===== config.mk =====
export PLATFORM = sky130hd
export DESIGN_NAME = damped_needle_ballistics
export DESIGN_NICKNAME = d
export VERILOG_FILES = /design/src/rtl/dnb_pkg.sv /design/src/rtl/damped_needle_ballistics.sv /design/src/rtl/dnb_dt_div.sv
export SDC_FILE = /design/constraint.sdc
export NUM_CORES = 2
export LEC_CHECK = 0
export BUFFER_PORTS_ARGS = -buffer_cell sky130_fd_sc_hd__buf_2
export CAP_MARGIN = 20
export CELL_PAD_IN_SITES_DETAIL_PLACEMENT = 1
export CELL_PAD_IN_SITES_GLOBAL_PLACEMENT = 1
export CORE_MARGIN = 2
export CORE_UTILIZATION = 55
export DETAILED_ROUTE_END_ITERATION = 12
export PLACE_DENSITY = 0.88
export SLEW_MARGIN = 20
export SYNTH_ARGS = -nofsm -noshare
export SYNTH_HDL_FRONTEND = slang
export SYNTH_HIERARCHICAL = 1
export SYNTH_SLANG_ARGS = --single-unit

===== constraint.sdc =====
create_clock -name clk_i -period 20.6 [get_ports clk_i]
set_input_delay 5.15 -clock clk_i [delete_from_list [all_inputs] [get_ports clk_i]]
set_output_delay 5.15 -clock clk_i [all_outputs]
set_load 0.01 [all_outputs]

===== src/rtl/dnb_pkg.sv =====
// ----------------------------------------------------------------------------
// dnb_pkg
// Shared types and constants for the damped needle ballistics block.
// ----------------------------------------------------------------------------
package dnb_pkg;

  localparam int DEF_FRAC_BITS = 16;

  localparam int POS_W    = 32;
  localparam int VEL_W    = 40;
  localparam int ACCEL_W  = 45;
  localparam int ERR_W    = 33;
  localparam int MUL_A_W  = 33;
  localparam int US_W     = 16;
  localparam int ELAPSED_W = 20;

  localparam int SPRING_K    = 90;
  localparam int DAMP_C      = 11;
  localparam int POS_ERR_DIV = 2000;
  localparam int VEL_ERR_DIV = 200;

  localparam int DEFAULT_US = 16000;
  localparam int MAX_US     = 50000;
  localparam int US_PER_S   = 1000000;

  localparam int SCALE_HIGH_UNITS = 300;

  typedef enum logic [3:0] {
    ST_IDLE,
    ST_DIV_START,
    ST_DIV_WAIT,
    ST_MUL_E,
    ST_MUL_VL,
    ST_MUL_VH,
    ST_MUL_AL,
    ST_MUL_AH,
    ST_VEL_UPD,
    ST_MUL_PL,
    ST_MUL_PH,
    ST_POS_UPD,
    ST_DONE
  } dnb_state_e;

  typedef enum logic {
    OP_VALUE = 1'b0,
    OP_TICK  = 1'b1
  } dnb_op_e;

  typedef enum logic {
    CFG_SCALE_LOW  = 1'b0,
    CFG_SCALE_HIGH = 1'b1
  } dnb_cfg_e;

  typedef struct packed {
    logic            start;
    logic [US_W-1:0] us;
  } dnb_div_req_t;

endpackage


===== src/rtl/damped_needle_ballistics.sv =====
// ----------------------------------------------------------------------------
// damped_needle_ballistics
// Meter needle following a target reading through a mass-spring-damper.
// ----------------------------------------------------------------------------
// One result item per input item. A new reading, or a tick while the needle
// rests, goes from accept straight to loading the output register. A tick
// while the needle moves takes these steps in order: latch the error and
// span, take the registered reciprocal-multiply time step, make nine passes
// through the single 33 x N multiply-accumulate unit for the spring/damper
// force, the velocity and position updates and the settle test, and load the
// output register once it is free. Input tready is high only while the
// sequencer is idle, so no new item is taken before the last is finished;
// a finished item waits in the output register.
module damped_needle_ballistics import dnb_pkg::*; #(
  parameter int FRAC_BITS = DEF_FRAC_BITS
) (
  input  logic        clk_i,
  input  logic        rst_ni,
  input  logic        cfg_we_i,
  input  logic        cfg_idx_i,
  input  logic [31:0] cfg_wdata_i,
  input  logic        s_axis_tvalid,
  output logic        s_axis_tready,
  input  logic [55:0] s_axis_tdata,   // [31:0] value, [51:32] elapsed_us
  input  logic        s_axis_tuser,   // [0] op
  output logic        m_axis_tvalid,
  input  logic        m_axis_tready,
  output logic [39:0] m_axis_tdata    // [31:0] needle_position, [32] reading_seen,
                                      // [33] in_motion
);

  localparam int DT_W    = FRAC_BITS - 3;
  localparam int MUL_B_W = (DT_W + 1 > 12) ? DT_W + 1 : 12;
  localparam int MUL_P_W = MUL_A_W + MUL_B_W;
  localparam int ACC_W   = 42 + FRAC_BITS;
  localparam int SHR_W   = ACC_W - FRAC_BITS;
  localparam logic [ACC_W-1:0] HALF = ACC_W'(1) << (FRAC_BITS - 1);
  localparam logic [ERR_W-1:0] ONE  = ERR_W'(1) << FRAC_BITS;

  dnb_state_e state_q, state_d;

  logic signed [POS_W-1:0]   scale_low_q, scale_high_q;
  logic signed [POS_W-1:0]   target_q, target_d;
  logic signed [POS_W-1:0]   pos_q, pos_d;
  logic signed [VEL_W-1:0]   vel_q, vel_d;
  logic                      seen_q, seen_d;
  logic                      moving_q, moving_d;

  logic [US_W-1:0]           us_q, us_d;
  logic signed [ERR_W-1:0]   err_q, err_d;
  logic signed [ERR_W-1:0]   span_q, span_d;
  logic signed [ACC_W-1:0]   acc_q, acc_d;
  logic signed [ACCEL_W-33:0] ahi_q, ahi_d;
  logic                      errok_q, errok_d;

  logic                      m_valid_q, m_valid_d;
  logic [39:0]               m_data_q, m_data_d;

  logic                      s_accept;
  logic signed [POS_W-1:0]   in_value;
  logic [ELAPSED_W-1:0]      in_elapsed;
  logic [US_W-1:0]           us_eff;

  dnb_div_req_t              div_req;
  logic [DT_W-1:0]           dt;
  logic                      div_done;

  logic signed [MUL_A_W-1:0] mul_a;
  logic signed [MUL_B_W-1:0] mul_b;
  logic signed [MUL_P_W-1:0] prod;
  logic signed [ACC_W-1:0]   prod_ext, prod_sh, acc_base, acc_sum;
  logic                      use_sh;
  logic signed [ACC_W-1:0]   vel_init, pos_init;
  logic signed [SHR_W-1:0]   shr;
  logic signed [VEL_W-1:0]   vel_sat;
  logic signed [POS_W-1:0]   pos_sat;
  logic signed [MUL_P_W-1:0] span_p;
  logic                      in_band;
  logic                      vel_fits;
  logic signed [ERR_W-1:0]   span_raw;

  assign s_accept   = s_axis_tvalid && s_axis_tready;
  assign in_value   = signed'(s_axis_tdata[31:0]);
  assign in_elapsed = s_axis_tdata[51:32];

  always_comb begin
    if (in_elapsed == '0) begin
      us_eff = US_W'(DEFAULT_US);
    end else if (in_elapsed > ELAPSED_W'(MAX_US)) begin
      us_eff = US_W'(MAX_US);
    end else begin
      us_eff = in_elapsed[US_W-1:0];
    end
  end

  assign div_req.start = (state_q == ST_DIV_START);
  assign div_req.us    = us_q;

  dnb_dt_div #(
    .FRAC_BITS(FRAC_BITS)
  ) u_dt_div (
    .clk_i (clk_i),
    .rst_ni(rst_ni),
    .req_i (div_req),
    .dt_o  (dt),
    .done_o(div_done)
  );

  // shared multiply-accumulate unit
  assign prod     = mul_a * mul_b;
  assign prod_ext = ACC_W'(prod);
  assign prod_sh  = {prod_ext[ACC_W-33:0], 32'd0};
  assign acc_sum  = acc_base + (use_sh ? prod_sh : prod_ext);

  // low FRAC_BITS bits are zero, so OR adds the rounding half
  assign vel_init = (ACC_W'(vel_q) <<< FRAC_BITS) | HALF;
  assign pos_init = (ACC_W'(pos_q) <<< FRAC_BITS) | HALF;

  assign shr = acc_q[ACC_W-1:FRAC_BITS];

  always_comb begin
    if (&shr[SHR_W-1:VEL_W-1] || ~|shr[SHR_W-1:VEL_W-1]) begin
      vel_sat = shr[VEL_W-1:0];
    end else if (shr[SHR_W-1]) begin
      vel_sat = {1'b1, {(VEL_W-1){1'b0}}};
    end else begin
      vel_sat = {1'b0, {(VEL_W-1){1'b1}}};
    end
    if (&shr[SHR_W-1:POS_W-1] || ~|shr[SHR_W-1:POS_W-1]) begin
      pos_sat = shr[POS_W-1:0];
    end else if (shr[SHR_W-1]) begin
      pos_sat = {1'b1, {(POS_W-1){1'b0}}};
    end else begin
      pos_sat = {1'b0, {(POS_W-1){1'b1}}};
    end
  end

  assign span_p   = MUL_P_W'(span_q);
  assign in_band  = (prod < span_p) && (prod > -span_p);
  assign vel_fits = &vel_q[VEL_W-1:POS_W-1] || ~|vel_q[VEL_W-1:POS_W-1];
  assign span_raw = ERR_W'(scale_high_q) - ERR_W'(scale_low_q);

  always_comb begin
    state_d   = state_q;
    target_d  = target_q;
    pos_d     = pos_q;
    vel_d     = vel_q;
    seen_d    = seen_q;
    moving_d  = moving_q;
    us_d      = us_q;
    err_d     = err_q;
    span_d    = span_q;
    acc_d     = acc_q;
    ahi_d     = ahi_q;
    errok_d   = errok_q;
    m_valid_d = m_valid_q && !m_axis_tready;
    m_data_d  = m_data_q;
    mul_a     = err_q;
    mul_b     = MUL_B_W'(SPRING_K);
    acc_base  = acc_q;
    use_sh    = 1'b0;

    case (state_q)
      ST_IDLE: begin
        if (s_accept) begin
          if (s_axis_tuser == OP_VALUE) begin
            seen_d = 1'b1;
            if (in_value != target_q) begin
              target_d = in_value;
              moving_d = 1'b1;
            end
            state_d = ST_DONE;
          end else if (moving_q) begin
            us_d    = us_eff;
            state_d = ST_DIV_START;
          end else begin
            state_d = ST_DONE;
          end
        end
      end
      ST_DIV_START: begin
        err_d   = ERR_W'(target_q) - ERR_W'(pos_q);
        span_d  = (span_raw <= 0) ? signed'(ONE) : span_raw;
        state_d = ST_DIV_WAIT;
      end
      ST_DIV_WAIT: begin
        if (div_done) begin
          state_d = ST_MUL_E;
        end
      end
      ST_MUL_E: begin
        mul_a    = err_q;
        mul_b    = MUL_B_W'(SPRING_K);
        acc_base = '0;
        acc_d    = acc_sum;
        state_d  = ST_MUL_VL;
      end
      ST_MUL_VL: begin
        mul_a   = signed'({1'b0, vel_q[31:0]});
        mul_b   = MUL_B_W'(-DAMP_C);
        acc_d   = acc_sum;
        state_d = ST_MUL_VH;
      end
      ST_MUL_VH: begin
        mul_a   = MUL_A_W'(signed'(vel_q[VEL_W-1:32]));
        mul_b   = MUL_B_W'(-DAMP_C);
        use_sh  = 1'b1;
        acc_d   = acc_sum;
        state_d = ST_MUL_AL;
      end
      ST_MUL_AL: begin
        mul_a    = signed'({1'b0, acc_q[31:0]});
        mul_b    = signed'(MUL_B_W'(dt));
        acc_base = vel_init;
        acc_d    = acc_sum;
        ahi_d    = acc_q[ACCEL_W-1:32];
        state_d  = ST_MUL_AH;
      end
      ST_MUL_AH: begin
        mul_a   = MUL_A_W'(ahi_q);
        mul_b   = signed'(MUL_B_W'(dt));
        use_sh  = 1'b1;
        acc_d   = acc_sum;
        state_d = ST_VEL_UPD;
      end
      ST_VEL_UPD: begin
        vel_d   = vel_sat;
        mul_a   = err_q;
        mul_b   = MUL_B_W'(POS_ERR_DIV);
        errok_d = in_band;
        state_d = ST_MUL_PL;
      end
      ST_MUL_PL: begin
        mul_a    = signed'({1'b0, vel_q[31:0]});
        mul_b    = signed'(MUL_B_W'(dt));
        acc_base = pos_init;
        acc_d    = acc_sum;
        state_d  = ST_MUL_PH;
      end
      ST_MUL_PH: begin
        mul_a   = MUL_A_W'(signed'(vel_q[VEL_W-1:32]));
        mul_b   = signed'(MUL_B_W'(dt));
        use_sh  = 1'b1;
        acc_d   = acc_sum;
        state_d = ST_POS_UPD;
      end
      ST_POS_UPD: begin
        mul_a = MUL_A_W'(signed'(vel_q[31:0]));
        mul_b = MUL_B_W'(VEL_ERR_DIV);
        if (errok_q && vel_fits && in_band) begin
          pos_d    = target_q;
          vel_d    = '0;
          moving_d = 1'b0;
        end else begin
          pos_d = pos_sat;
        end
        state_d = ST_DONE;
      end
      ST_DONE: begin
        if (!m_valid_q || m_axis_tready) begin
          m_valid_d = 1'b1;
          m_data_d  = {6'd0, moving_q, seen_q, pos_q};
          state_d   = ST_IDLE;
        end
      end
      default: begin
        state_d = ST_IDLE;
      end
    endcase
  end

  always_ff @(posedge clk_i or negedge rst_ni) begin
    if (!rst_ni) begin
      state_q      <= ST_IDLE;
      scale_low_q  <= '0;
      scale_high_q <= POS_W'(SCALE_HIGH_UNITS) << FRAC_BITS;
      target_q     <= '0;
      pos_q        <= '0;
      vel_q        <= '0;
      seen_q       <= 1'b0;
      moving_q     <= 1'b0;
      m_valid_q    <= 1'b0;
    end else begin
      state_q   <= state_d;
      target_q  <= target_d;
      pos_q     <= pos_d;
      vel_q     <= vel_d;
      seen_q    <= seen_d;
      moving_q  <= moving_d;
      m_valid_q <= m_valid_d;
      if (cfg_we_i) begin
        case (dnb_cfg_e'(cfg_idx_i))
          CFG_SCALE_LOW:  scale_low_q  <= signed'(cfg_wdata_i);
          CFG_SCALE_HIGH: scale_high_q <= signed'(cfg_wdata_i);
          default: begin
          end
        endcase
      end
    end
  end

  always_ff @(posedge clk_i) begin
    us_q     <= us_d;
    err_q    <= err_d;
    span_q   <= span_d;
    acc_q    <= acc_d;
    ahi_q    <= ahi_d;
    errok_q  <= errok_d;
    m_data_q <= m_data_d;
  end

  assign s_axis_tready = (state_q == ST_IDLE);
  assign m_axis_tvalid = m_valid_q;
  assign m_axis_tdata  = m_data_q;

  a_motion_needs_reading: assert property (
    @(posedge clk_i) disable iff (!rst_ni)
    moving_q |-> seen_q
  ) else $error("needle moving without a reading");

  a_motion_starts_on_value: assert property (
    @(posedge clk_i) disable iff (!rst_ni)
    $rose(moving_q) |-> $past(s_accept && (s_axis_tuser == OP_VALUE))
  ) else $error("motion started without a new reading");

  a_settle_snaps: assert property (
    @(posedge clk_i) disable iff (!rst_ni)
    $fell(moving_q) |-> (pos_q == target_q) && (vel_q == '0)
  ) else $error("settled needle not snapped to target");

  a_div_done_in_wait: assert property (
    @(posedge clk_i) disable iff (!rst_ni)
    div_done |-> (state_q == ST_DIV_WAIT)
  ) else $error("time step ready outside of wait state");

endmodule


===== src/rtl/dnb_dt_div.sv =====
// ----------------------------------------------------------------------------
// dnb_dt_div
// Time step converter: dt = round(us * 2^F / 1e6) by a reciprocal multiply.
// ----------------------------------------------------------------------------
module dnb_dt_div import dnb_pkg::*; #(
  parameter int FRAC_BITS = DEF_FRAC_BITS
) (
  input  logic                 clk_i,
  input  logic                 rst_ni,
  input  dnb_div_req_t         req_i,
  output logic [FRAC_BITS-4:0] dt_o,
  output logic                 done_o
);

  localparam int QB       = FRAC_BITS - 3;
  localparam int RECIP_SH = 32;
  localparam int RECIP_W  = FRAC_BITS + RECIP_SH - 19;
  localparam int PROD_W   = US_W + RECIP_W;
  localparam logic [63:0] RECIP_FULL =
    ((64'd1 << (FRAC_BITS + RECIP_SH)) + 64'(US_PER_S / 2)) / 64'(US_PER_S);
  localparam logic [RECIP_W-1:0] RECIP_M    = RECIP_FULL[RECIP_W-1:0];
  localparam logic [PROD_W-1:0]  ROUND_HALF = PROD_W'(1) << (RECIP_SH - 1);

  logic              done_q, done_d;
  logic [QB-1:0]     dt_q, dt_d;
  logic [PROD_W-1:0] scaled;

  // 2^(F+32)/1e6 rounded; the error stays far below the distance of any
  // exact quotient to a rounding boundary for us up to 50000
  assign scaled = PROD_W'(req_i.us) * PROD_W'(RECIP_M) + ROUND_HALF;

  always_comb begin
    done_d = req_i.start;
    dt_d   = dt_q;
    if (req_i.start) begin
      dt_d = scaled[RECIP_SH +: QB];
    end
  end

  always_ff @(posedge clk_i or negedge rst_ni) begin
    if (!rst_ni) begin
      done_q <= 1'b0;
    end else begin
      done_q <= done_d;
    end
  end

  always_ff @(posedge clk_i) begin
    dt_q <= dt_d;
  end

  assign dt_o   = dt_q;
  assign done_o = done_q;

endmodule


# Word level (Yosys, flattened, before mapping)
# Index checks and enable logic that the tools add are counted.
[totals]
in_bits = 95
regBits = 377
word_cells = 117
output_inout_bits = 42
[op_classes]
n_bitwise = 2
order_cmp = 4
n_eq_ne = 19
n_addsub = 5
muxes = 26
n_mul = 2
reduce_logical = 40
[ops]
columns = ["cell", "n"]
rows = [
  ["58-bit case mux with 3 select lines", 1],
  ["33-bit case mux with 5 select lines", 1],
  ["40-bit 2-to-1 mux", 3],
  ["32-bit 2-to-1 mux", 3],
  ["40-bit case mux with 2 select lines", 1],
  ["32-bit by 32-bit subtractor with 33-bit output", 2],
  ["58-bit adder", 1],
  ["58-bit 2-to-1 mux", 1],
  ["14-bit case mux with 4 select lines", 1],
  ["4-bit case mux with 13 select lines", 1],
  ["47-bit greater-than comparator", 1],
  ["47-bit by 33-bit < comparator with 1-bit output", 1],
  ["33-bit by 14-bit multiplier with 47-bit output", 1],
  ["33-bit negation with 47-bit output", 1],
  ["45-bit by 32-bit adder with 45-bit output (second input constant)", 1],
  ["16-bit by 29-bit multiplier with 45-bit output (second input constant)", 1],
  ["33-bit by 1-bit <= comparator with 1-bit output (second input constant)", 1],
  ["32-bit != test", 1],
  ["4-bit == test (second input constant)", 5],
  ["20-bit by 16-bit greater-than comparator with 1-bit output (second input constant)", 1],
  ["20-bit logical NOT", 1],
  ["4-bit 2-to-1 mux", 5],
  ["4-bit by 3-bit == test with 1-bit output (second input constant)", 4],
  ["16-bit 2-to-1 mux", 1],
  ["other kinds (24)", 58],
]

# Logic depth before layout (Yosys ltp)
[depth]
depth_word = 9
ltp_mapped = 48
mapped_depth_nobuf = 45

# Hierarchy
# Netlist, hierarchy kept.
[by_module_without_submodules]
columns = ["mod", "cells_each", "area_each_um2", "seq_area_each_um2", "instances"]
rows = [
  ["damped_needle_ballistics", 4489, 40811.6, 10029.6, 1],
  ["dnb_dt_div", 690, 6825.3, 415.4, 1],
]

# Least setup slack after synthesis
# OpenSTA, ideal clock, no wires.
[synth_path]
kind = "flip-flop to flip-flop"
from = "reg state_q[3]"
to = "reg acc_q[55] (data pin)"
path_slack_ns = 10.243
arrival_time_ns = 10.196
required_ns = 20.440
path_stages_with_launch = 43
cell_sequence = "dfrtp_1 inv_1 ha_1 clkbuf_1 nand2b_1 nor2_1 clkbuf_1 a222oi_1 nand3_1 o21a_1 nand2_1 fa_1 inv_1 fa_1 fa_1 fa_1 fa_1 fa_1 [... 7 more ...] a21oi_1 o21a_1 o21bai_1 a21oi_1 xnor2_1 and2_1 ha_1 inv_1 nor2_1 nand4_1 nor3_1 a32o_1 o21ai_0 a211oi_1 a21oi_1 o21ai_0 o21ai_0 a41oi_1"
[synth_via]
elab_chain_len = 6
[synth_lines]
columns = ["element", "line_no", "source"]
rows = [
  ["start, declared", "damped_needle_ballistics.sv:40", "dnb_state_e state_q, state_d;"],
  ["start signal, assigned", "damped_needle_ballistics.sv:284", "state_q <= state_d;"],
  ["4-bit == test / 4-bit by 3-bit == test with 1-bit output (equally long branches)", "damped_needle_ballistics.sv:163", "case (state_q)"],
  ["4-bit OR reduction (no line) / 2-bit OR reduction (equally long branches)", "--", ""],
  ["14-bit case mux with 4 select lines / 33-bit case mux with 5 select lines (equally long branches)", "damped_needle_ballistics.sv:163", ""],
  ["33-bit by 14-bit multiplier with 47-bit output", "damped_needle_ballistics.sv:110", "assign prod = mul_a * mul_b;"],
  ["58-bit 2-to-1 mux", "damped_needle_ballistics.sv:113", "assign acc_sum = acc_base + (use_sh ? prod_sh : prod_ext);"],
  ["58-bit adder (*)", "damped_needle_ballistics.sv:113", ""],
  ["named net acc_sum[55]", "damped_needle_ballistics.sv:71", "logic signed [ACC_W-1:0] prod_ext, prod_sh, acc_base, acc_sum;"],
  ["end signal, assigned", "damped_needle_ballistics.sv:306", "acc_q <= acc_d;"],
  ["end, declared", "damped_needle_ballistics.sv:52", "logic signed [ACC_W-1:0] acc_q, acc_d;"],
]
# The timed path passes the listed nets; every way through them passes the cells marked *.
# A chain may end at the register's enable or synchronous reset.

# Worst setup path in the final report
[layout_path]
from = "reg state_q[1]"
to = "reg vel_q[19]"
[layout_via]
elab_chain_len = 9
[layout_lines]
columns = ["element", "line_no", "source"]
rows = [
  ["4-bit == test / 4-bit by 3-bit == test with 1-bit output (equally long branches)", "damped_needle_ballistics.sv:163", ""],
  ["4-bit OR reduction (no line) / 2-bit OR reduction (equally long branches)", "--", ""],
  ["14-bit case mux with 4 select lines / 33-bit case mux with 5 select lines (equally long branches)", "damped_needle_ballistics.sv:163", ""],
  ["33-bit by 14-bit multiplier with 47-bit output", "damped_needle_ballistics.sv:110", ""],
  ["47-bit by 33-bit < comparator with 1-bit output / 47-bit greater-than comparator (equally long branches)", "damped_needle_ballistics.sv:139", "assign in_band = (prod < span_p) && (prod > -span_p);"],
  ["1-bit logical AND", "damped_needle_ballistics.sv:139", ""],
  ["1-bit logical AND", "damped_needle_ballistics.sv:250", "if (errok_q && vel_fits && in_band) begin"],
  ["2-bit != test (no line)", "--", ""],
  ["2-bit AND reduction (no line)", "--", ""],
  ["end signal, assigned", "damped_needle_ballistics.sv:287", "vel_q <= vel_d;"],
  ["end, declared", "damped_needle_ballistics.sv:45", "logic signed [VEL_W-1:0] vel_q, vel_d;"],
]
# Several ways; a longest one is shown, not always the timed one.

==> run_results.csv <==
group,metric,value,unit
clocking,cts_setup_buffers,0,
timing,setup_viol,0,
critical_path,crit_path_max_incr_delay,0.99,ns
timing,rsz0062_at_grt,"false",
synthesis,synth_top_family_by_area,"adder cells",
synthesis,synth-async-reset-ratio,0.467,
route,routed_wl,172000,um
die,initial_core_util,0.557,
grt,grt_max_degree,70,
flow_run,maxCapViolCount,0,
critical_path,crit_top_cell,"fa_1",
timing,fmaxAchievable,67.5,MHz
timing,tightest_slew,1.33,ns
synthesis,synth_fa_ha_area_frac,0.359,
route,dr_total_vias,40800,
synthesis,synthCells,5179,
cells_and_area,area_delta_synth_final,7.47,%
synthesis,synth_edf_count,201,
grt,grt_pass1_vias,45400,
route,wl_per_cell,26.8,um
synthesis,synthXorXnorAreaFrac,0.0410,
critical_path,crit_type,"flop to flop",
grt,grt_pass1_wl,265000,um
placement,pre_cts_slack,6.37,ns
synthesis,syn_area,0.0476,mm^2
critical_path,crit_cells,37,
timing,period_minus_slack,14.82,ns
clocking,cts_buffers,46,
critical_path,r2r_cells,37,
clocking,clk-insertion-delay-late,0.63,ns
grt,gr-usage-all-layers,0.389,
synthesis,yosysTopAreaCellShare,0.234,
die,fp.coreArea,0.0855,mm^2
critical_path,path_buf_inv,6,
critical_path,crit_fanout,65,
critical_path,cp_top_family,"compound AO/OA/AOI/OAI gates",
critical_path,crit_slowest_cell,"o21ba_2",
critical_path,cp.required,21.10,ns
clocking,clock-sinks,377,
synthesis,yosysSeqAreaShare,0.219,
clocking,htree_levels,2,
timing,setup_ws,5.78,ns
synthesis,synth-compound-area-share,0.145,
synthesis,ys_warn_count,6,
status,status,"complete, no violations",
cells_and_area,fill_cells,9776,
timing,final_hold_viol_count,0,
clocking,cts.reportedPaths.clkPinSlew,0.06,ns
timing,slew_violations,0,
route,firstDrtPassIters,10,
timing,skew,0.0561,ns
grt,grt_remaining_overflow,0,
timing,post-route-period-util,0.720,
critical_path,crit_arrival,15.32,ns
die,row_count,107,
die,die_w,298,um
clocking,postCtsHoldBufs,0,
route,vias_per_cell,6.34,
route,drt_iter0_drc,4088,
synthesis,yosys-top-cells-area,"fa_1 23%, edfxtp_1 13%, ha_1 13%, dfrtp_1 9.0%, inv_1 6.7%",
placement,io_buffers,126,
synthesis,syn_avg_cell_area,9.20,um^2
cells_and_area,num-nets-final,6373,
route,detail-route-antenna-nets,0,
synthesis,yosys_most_used_dff,"edfxtp_1",
grt,grt_antenna_before_repair,8,
die,die-area,0.0890,mm^2
hold_path,hp-class,"flop to flop",
synthesis,ys_seq_elements,377,
route,drcViolationCount,0,
timing,fin_setup_tns,0,ns
critical_path,worst_setup_path_start_kind,"flop",
clocking,cts_tree,"done",
cells_and_area,drive_above_1_share,0.0805,
critical_path,cp-end-kind,"flop",
die,die_y,298,um
synthesis,synth_cell_types,87,
clocking,cts-root-buf,"clkbuf_16",
synthesis,synthSimpleGateAreaFrac,0.133,
synthesis,synthMuxAreaShare,0.0181,
hold_path,min_path_cells,0,
placement,gp_congestion,0.984,
synthesis,yosys.area.top_type,"fa_1",
timing,maxSlewHeadroom,0.112,
clocking,clk_path_buf_depth,3,
synthesis,synth.most_common_cell,"inv_1",
clocking,cts_resized,0,
die,pin_count,137,
synthesis,netlist_top_cells_count,"856 x inv_1, 556 x fa_1, 501 x nand2_1",
placement,hpwl,137000,um
## area by class of cell
class                      instances  area [um^2]  area share
timing repair buffer             191         1120      0.0220
clock inverter                    17          219     0.00428
inverter                         859         3220      0.0630
antenna                            7         17.5    0.000342
multi-input combinational       3769        33400       0.652
clock buffer                      68         1340      0.0261
sequential                       377        10400       0.204
tap                             1144         1430      0.0280
## cells in the final DEF, fill, tap and decap left out, types with 24 or more instances in the layout
master     instances
xor2_1            85
a21o_1           101
mux2_2            70
ha_1             478
o2bb2ai_1         40
fa_1             556
xnor2_1          137
o21ai_0          218
edfxtp_1         201
buf_2            126
nor2_1           472
inv_1            856
nand2_1          499
nand2b_1          38
nor4_1            28
buf_4             64
nor3_1            54
nand4_1           49
a21oi_1          216
dfrtp_1          172
a211oi_1          30
o31ai_2           24
and3_1            59
and2_1            47
clkbuf_16         48
o21bai_1          32
a222oi_1          43
o21a_1            49
nor2b_1           41
nand3_1           58
## cells by family after synthesis
family / Yosys count
simple gates: 1419
buf+inv: 1039
fa+ha+maj: 1034
compound gates: 1009
flops: 377
xor+xnor: 223
mux: 77
other cells: 1
## stage by stage
stage	hold WS [ns]	instances	util	cell area [um^2]
global placement	0.425	6339	0.580	49600
global route	0.491	6427	0.598	51200
CTS	0.487	6425	0.598	51200
floorplan	0.417	5185	-	47700
finish	0.489	6432	0.598	51200
detailed placement	0.459	6340	0.580	49600
## sequential cells by signal, summed over array words and instances (netlist names), 4 cells and up
signal and count:
acc_q 58, ahi_q 13, err_q 33, m_axis_tdata 34, pos_q 32, scale_high_q 32, scale_low_q 32, span_q 33
state_q 4, target_q 32, u_dt_div/dt_o 13, us_q 16, vel_q 40
## final timing paths
check / start / end / slack, ns
setup / recovery: state_q[1] / vel_q[19] / 5.78
max in group asynchronous: rst_ni / scale_low_q[30] / 13.94
min in group asynchronous: rst_ni / pos_q[28] / 4.57
hold reg to reg: seen_q / m_axis_tdata[32] / 0.49
setup reg to reg: state_q[1] / vel_q[19] / 5.78
hold / removal: seen_q / m_axis_tdata[32] / 0.49
## routing by layer
metal | GRT usage | share of wire
met1 | 0.464 | 0.37
met2 | 0.644 | 0.47
met3 | 0.0676 | 0.079
met4 | 0.268 | 0.082
met5 | 0 | 0.00012
Power is not shown: default switching activity piles up to over one toggle a cycle in this logic, so the estimate is an artifact.
